==> src/design/prf_pkg.sv <==
// Shared types, codes and helper functions of the PNG adaptive row filter unit.
`default_nettype none

package prf_pkg;

  localparam int NUM_FILTERS = 5;
  localparam int SUM_W       = 20;
  localparam int ROW_BYTES_W = 13;
  localparam int BPP_W       = 3;
  localparam int CFG_IDX_W   = 1;
  localparam int CFG_DATA_W  = 13;

  localparam logic [SUM_W-1:0]       SUM_MAX         = '1;
  localparam logic [ROW_BYTES_W-1:0] ROW_BYTES_RESET = 13'd1024;
  localparam logic [BPP_W-1:0]       BPP_RESET       = 3'd4;
  localparam logic [BPP_W-1:0]       BPP_MIN         = 3'd1;
  localparam logic [BPP_W-1:0]       BPP_MAX         = 3'd4;

  localparam logic [CFG_IDX_W-1:0] REG_ROW_BYTES = 1'b0;
  localparam logic [CFG_IDX_W-1:0] REG_BPP       = 1'b1;

  localparam logic CMD_WRITE = 1'b0;
  localparam logic CMD_FETCH = 1'b1;

  localparam int TUSER_CMD_BIT = 0;
  localparam int TUSER_SOI_BIT = 1;

  typedef enum logic [2:0] {
    FILT_NONE,
    FILT_SUB,
    FILT_UP,
    FILT_AVG,
    FILT_PAETH
  } filter_t;

  typedef enum logic [2:0] {
    ST_IDLE,
    ST_DECODE,
    ST_CALC,
    ST_ACCUM,
    ST_PICK,
    ST_EMIT
  } state_t;

  typedef enum logic [1:0] {
    RES_NONE,
    RES_REJECT,
    RES_FILTER,
    RES_RESIDUAL
  } res_kind_t;

  typedef struct packed {
    logic      take;
    logic      start;
    logic      read;
    logic      calc;
    logic      accum;
    logic      pick;
    logic      res_set;
    res_kind_t kind;
    logic      load;
  } cmd_t;

  typedef struct packed {
    logic fetch;
    logic draining;
    logic bp_zero;
    logic row_end;
    logic pick_last;
    logic out_free;
  } status_t;

  function automatic logic [7:0] abs_byte(input logic [7:0] v);
    abs_byte = v[7] ? 8'(~v + 8'd1) : v;
  endfunction

  function automatic logic [7:0] paeth(input logic [7:0] a, input logic [7:0] b,
                                       input logic [7:0] c);
    logic signed [10:0] dbc;
    logic signed [10:0] dac;
    logic signed [10:0] dsum;
    logic [10:0] pa;
    logic [10:0] pb;
    logic [10:0] pc;
    dbc  = $signed({3'b000, b}) - $signed({3'b000, c});
    dac  = $signed({3'b000, a}) - $signed({3'b000, c});
    dsum = dbc + dac;
    pa   = dbc[10] ? 11'(-dbc) : 11'(dbc);
    pb   = dac[10] ? 11'(-dac) : 11'(dac);
    pc   = dsum[10] ? 11'(-dsum) : 11'(dsum);
    if (pa <= pb && pa <= pc) begin
      paeth = a;
    end else if (pb <= pc) begin
      paeth = b;
    end else begin
      paeth = c;
    end
  endfunction

endpackage

`default_nettype wire

==> src/design/prf_ctrl.sv <==
// Controller FSM: sequences decode, buffer read, residual, sum update, filter pick and output.
`default_nettype none

module prf_ctrl (
  input  logic              clk,
  input  logic              rst,
  input  logic              s_tvalid,
  output logic              s_tready,
  input  prf_pkg::status_t  status,
  output prf_pkg::cmd_t     cmd
);

  import prf_pkg::*;

  state_t state;
  state_t state_next;

  always_ff @(posedge clk) begin
    if (rst) begin
      state <= ST_IDLE;
    end else begin
      state <= state_next;
    end
  end

  always_comb begin
    state_next = state;
    cmd        = '0;
    s_tready   = 1'b0;
    case (state)
      ST_IDLE: begin
        s_tready = 1'b1;
        if (s_tvalid) begin
          cmd.take   = 1'b1;
          state_next = ST_DECODE;
        end
      end
      ST_DECODE: begin
        if (status.fetch == CMD_WRITE) begin
          if (status.draining) begin
            cmd.res_set = 1'b1;
            cmd.kind    = RES_REJECT;
            state_next  = ST_EMIT;
          end else begin
            cmd.start  = 1'b1;
            cmd.read   = 1'b1;
            state_next = ST_CALC;
          end
        end else if (!status.draining) begin
          cmd.res_set = 1'b1;
          cmd.kind    = RES_REJECT;
          state_next  = ST_EMIT;
        end else if (status.bp_zero) begin
          cmd.res_set = 1'b1;
          cmd.kind    = RES_FILTER;
          state_next  = ST_EMIT;
        end else begin
          cmd.read   = 1'b1;
          state_next = ST_CALC;
        end
      end
      ST_CALC: begin
        cmd.calc   = 1'b1;
        state_next = ST_ACCUM;
      end
      ST_ACCUM: begin
        cmd.accum   = 1'b1;
        cmd.res_set = 1'b1;
        cmd.kind    = (status.fetch == CMD_FETCH) ? RES_RESIDUAL : RES_NONE;
        if (status.fetch == CMD_WRITE && status.row_end) begin
          state_next = ST_PICK;
        end else begin
          state_next = ST_EMIT;
        end
      end
      ST_PICK: begin
        cmd.pick = 1'b1;
        if (status.pick_last) begin
          state_next = ST_EMIT;
        end
      end
      ST_EMIT: begin
        if (status.out_free) begin
          cmd.load   = 1'b1;
          state_next = ST_IDLE;
        end
      end
      default: begin
        state_next = ST_IDLE;
      end
    endcase
  end

  assert property (@(posedge clk) disable iff (rst) cmd.load |-> status.out_free)
    else $error("output register overwritten while held");

  assert property (@(posedge clk) disable iff (rst) s_tvalid && s_tready |=> !s_tready)
    else $error("second transaction taken before the first finished");

  assert property (@(posedge clk) disable iff (rst) cmd.read |=> cmd.calc)
    else $error("row buffer read data not consumed in the next cycle");

endmodule

`default_nettype wire

==> config.mk <==
export PLATFORM = sky130hd
export DESIGN_NAME = prf_ctrl
export DESIGN_NICKNAME = d
export VERILOG_FILES = /design/src/design/prf_pkg.sv /design/src/design/prf_ctrl.sv
export SDC_FILE = /design/constraint.sdc
export NUM_CORES = 1
export LEC_CHECK = 0
export BUFFER_PORTS_ARGS = -buffer_cell sky130_fd_sc_hd__buf_2
export CORE_AREA = 2 2 39 41
export CTS_CLUSTER_DIAMETER = 60
export DETAILED_ROUTE_END_ITERATION = 8
export DIE_AREA = 0 0 41 43
export PLACE_DENSITY = 0.59
export SYNTH_ARGS = -nofsm -noshare
export SYNTH_HDL_FRONTEND = slang
export SYNTH_SLANG_ARGS = --single-unit
==> constraint.sdc <==
create_clock -name clk -period 1.8 [get_ports clk]
set_clock_uncertainty 0.05 [all_clocks]
set_input_delay 0 -clock clk [delete_from_list [all_inputs] [get_ports clk]]
set_output_delay 0 -clock clk [all_outputs]
set_load 0.1 [all_outputs]
# ---- Word-level counts from Yosys, hierarchy flattened
# Cells that the tools add are included.
dict set report op_classes {
  n_div 0
  mul 0
  bitwise 1
  n_shift 0
  addsub 0
  magnitude_cmp 0
  muxes 29
  n_reduce_logical 3
  n_eq_ne 8
}
# op count
set op_table {}
lappend op_table {{3-bit two-way mux} 11}
lappend op_table {{3-bit case mux with 6 select lines} 1}
lappend op_table {{1-bit two-way mux} 13}
lappend op_table {{3-bit by 2-bit equality test with 1-bit output (second input constant)} 2}
lappend op_table {{3-bit equality test (second input constant)} 2}
lappend op_table {{2-bit two-way mux} 3}
lappend op_table {{2-bit != test (second input constant)} 3}
lappend op_table {{3-bit case mux with 2 select lines} 1}
lappend op_table {{3-bit by 1-bit equality test with 1-bit output (second input constant)} 1}
lappend op_table {{3-bit zero test} 1}
lappend op_table {{3-bit AND reduction} 1}
lappend op_table {{1-bit logical AND} 1}
lappend op_table {{1-bit inverter} 1}
dict set report word_totals {
  memories 0
  rom_bits 0
  reg_bits 3
  latch_bits 0
  mem_bits_rw 0
  out_inout_bits 11
}

# ---- Logic depth before layout (Yosys ltp)
dict set report depth {
  word_depth 4
  depth_mapped 4
  depth_no_buf 4
}

# ---- Worst setup path before layout
# Ideal clock, no wire load.
dict set report synth_timing {
  path_kind {reg-to-output}
  from {register state[1]}
  to {output cmd[9] (netlist name)}
  stages_incl_launch_ff 4
  path_slack_ns -1.733
  t_arrival_ns 3.483
  n_path_buf 1
  path_cell_list {dfxtp_1 > buf_6 > nor3_1 > and2_1}
}
# item line
set synth_lines {}
lappend synth_lines {{start: declaration} prf_ctrl.sv:15} ;# state_t state;
lappend synth_lines {{start signal: assignment} prf_ctrl.sv:22} ;# state <= state_next;
lappend synth_lines {{end: declaration} prf_ctrl.sv:10} ;# output prf_pkg::cmd_t cmd

==> results by group <==
Timing
  • Final WS setup: 0.154 ns
  • Maximum clock rate: 608 MHz
  • Slew Viols, Final: 0
  • Setup violations, final: 0
  • Period utilization: 0.914
  • RSZ-0062 raised after global routing: false
  • Measured slew at the worst slew-check pin: 0.487 ns
  • Crit path time final: 1.65 ns
  • Slew HR: 0.678
  • Endpoints failing hold: 0

Critical path
  • R2R Path End: state[0]$_SDFFE_PP0P_
  • Reg-to-Reg Start: state[1]$_SDFFE_PP0P_
  • CP Data Required Time: 1.75 ns
  • Startpoint Class: flop
  • Worst setup EP type: primary output
  • Worst R2R Setup Slack: between 0.4 and 0.5 ns
  • Max stage delay on crit path: a little under 0.5 ns
  • Worst path arrival time: between 1.5 and 2 ns
  • Critical path, cell by cell: nand2b_4 -> a211o_1 -> inv_1 -> buf_2
  • Max FO, Critical Path: 8
  • Worst setup path category: reg -> out
  • CP Capture Point: cmd[7]
  • Slowest cell on crit path: dfxtp_1
  • CP startpoint: state[0]$_SDFFE_PP0P_
  • Reg2reg path depth: 3

Cells and area
  • NumNets Final: 76
  • Diode count: 0
  • Syn-to-layout area delta: 50.8%
  • Proportion of layout cells with a drive suffix above 1: 0.477
  • Largest regs: state: 3 flops
  • Register name with the most flops: state
  • Number of flip-flops in the largest register: 3
  • Final Cell Area: 460 µm²

Drt
  • Drc violations: 0
  • Remaining antenna violation count: 0
  • Routed WL per cell: 10.0 µm
  • 1st-iter DRT viols: 2
  • Vias: 355
  • DR vias/cell: 4.38
  • Total Routed Length: 813 µm
  • Pre-antenna DRT Iters: 3

Global routing
  • First-pass GRT wire length: around 1.4 mm
  • Pin count of the biggest net entering global routing: 11
  • Total GRT Usage: 0.110
  • Total congestion overflow: 0
  • Initial antenna violation count: 0
  • Vias in the first global route: about 350

Pwr
  • Pwr dens: roughly 1200 mW/mm²
  • Switch share: 0.587
  • Combinational share of power: 0.610
  • Peak supply drop: 0.590 mV
  • Internal Power: 228 µW
  • Clock group share of total power: 0.212
  • Psw: 325 µW
  • Reg power frac: 0.178
  • Power Total: ~550 µW
  • Leakage: 0.233 nW

Floorplanning
  • Initial core utilization: 0.221
  • Die area: approximately 0.0018 mm²
  • Row cnt: 14
  • IO Count: 20
  • Core ar.: 0.00138 mm²
  • Die Span Y: 43 µm
  • Die W: 41 µm

Run status
  • Status: complete, no violations

Synth
  • Synthesized area: between 300 and 400 µm²
  • Top cell type's share of synthesized area: 0.197
  • FF+latch count, synth: 3
  • Most common cell in the netlist: nor2_1
  • Yosys top cell by area: dfxtp_1
  • Warnings, synthesis: 0
  • Post-synth EDFFs: 0
  • Fraction of registers with async set/reset: 0
  • Per-instance average area after synthesis: 7.10 µm²
  • Syn Nets: 53
  • Synth cell types: 24
  • Area contributors post-synth: dfxtp_1 20%, nor2_1 8.6%, a21oi_1 6.6%, inv_1 6.1%, a2111oi_2 4.9%
  • Commonest cells post-synth: 7 x nor2_1, 5 x inv_1, 4 x a21oi_1, 3 x dfxtp_1, 3 x nand2_1
  • Synth Instances: 43
  • Post-synthesis sequential area ratio: 0.197
  • Ys flop type: dfxtp_1

CTS
  • CTS tree: done
  • CTS root buf: clkbuf_4
  • Worst skew pair latency: ~0.23 ns
  • Reg clk slew, reported paths: 0.04 ns
  • Max Root-Sink Buffers: 2
  • CTS Buf Count: 3
  • CTS sink cnt: 3
  • Max H-tree Level: 1

Place
  • Gp weighted congestion: roughly 0.81
  • HPWL Detailed: 637 µm
  • Placed inst area: 424 µm²
  • Port Buffers: 19
  • Worst slack, placed: 0.404 ns

Flow run
  • Max-cap violations: 0

Worst hold path
  • Hold WC Path Type: in -> reg
-- area by class of cell --
| type | count | area, µm² |
|---|---|---|
| fill | 165 | 923 |
| tap | 16 | 20.0 |
| sequential | 3 | 60.1 |
| inverter | 5 | 18.8 |
| timing repair buffer | 20 | 105 |
| clock buffer | 4 | 26.3 |
| multi-input combinational | 33 | 230 |
-- through the flow --
step	util	instances	TNS, ns	hold WS (ns)
after floorplan	-	43	-0.896	0.0124
after global placement	0.307	76	0	0.161
after detailed placement	0.307	76	0	0.162
after CTS	0.333	81	0	0.170
after global routing	0.333	81	0	0.200
final	0.333	81	0	0.168
-- routing by layer --
layer / wire length, µm / vias to the layer above / track usage
met1: 338 / 156 / 0.149
met3: 54 / 0 / 0.0209
met5: 0 / - / 0
li1: - / 191 / -
met2: 420 / 8 / 0.156
met4: 0 / 0 / 0.0600
-- critical path: cells and delay by family, from the launching register on --
kind	cells	cell delay, ns
flops	1	0.49
buf+inv	2	0.47
simple gates	1	0.13
compound gates	1	0.27
-- what timing repair did --
item                                    4_1_cts  5_1_grt
endpoints found under the setup margin        0        0
gates resized for setup                       0        0
hold buffers                                  1        0
buffers inserted                              0        0
endpoints found under the hold margin         3        0
-- layout by cell type, fill, tap and decap left out --
cell / count
nand2_1: 3
nor4_1: 1
a2111oi_2: 1
nand3b_1: 1
and3_1: 1
dlygate4sd3_1: 1
buf_2: 19
nand2b_1: 1
nor3_2: 2
or3_1: 1
clkbuf_1: 1
inv_1: 5
nor2_1: 3
a211o_1: 1
ha_1: 1
a21boi_0: 2
a21oi_2: 1
nor2_2: 4
or2_1: 1
mux2i_1: 1
clkbuf_4: 3
nand2b_4: 1
and2_1: 1
dfxtp_1: 3
a21oi_1: 4
or2b_1: 1
nand4_1: 1
-- power by group through the flow --
stage	combinational [mW]	clock, mW	sequential, mW
global placement	0.334	0	0.0986
CTS	0.338	0.123	0.0987
floorplan	0.308	0	0.0829
global route	0.354	0.130	0.101
detailed placement	0.336	0	0.0997
finish	0.337	0.117	0.0986
-- logic make-up after synthesis --
kind of cell,synth area share
multiplexers,0.0328
flip-flops,0.197
buffers and inverters,0.115
AO/OA/AOI/OAI,0.221
AND/OR/NAND/NOR,0.394
adder cells (fa/ha/maj),0.0410
-- worst min-delay path by stage --
stage | from | to | slack [ns] | depth (start not counted)
floorplan | rst | state[1]$_SDFFE_PP0P_ | 0.01 | 1
global placement | rst | state[1]$_SDFFE_PP0P_ | 0.16 | 2
detailed placement | rst | state[1]$_SDFFE_PP0P_ | 0.16 | 2
CTS | status[2] | state[0]$_SDFFE_PP0P_ | 0.17 | 4
global route | status[2] | state[0]$_SDFFE_PP0P_ | 0.20 | 4
finish | status[2] | state[0]$_SDFFE_PP0P_ | 0.17 | 4
Power figures use the tool's default switching activity.
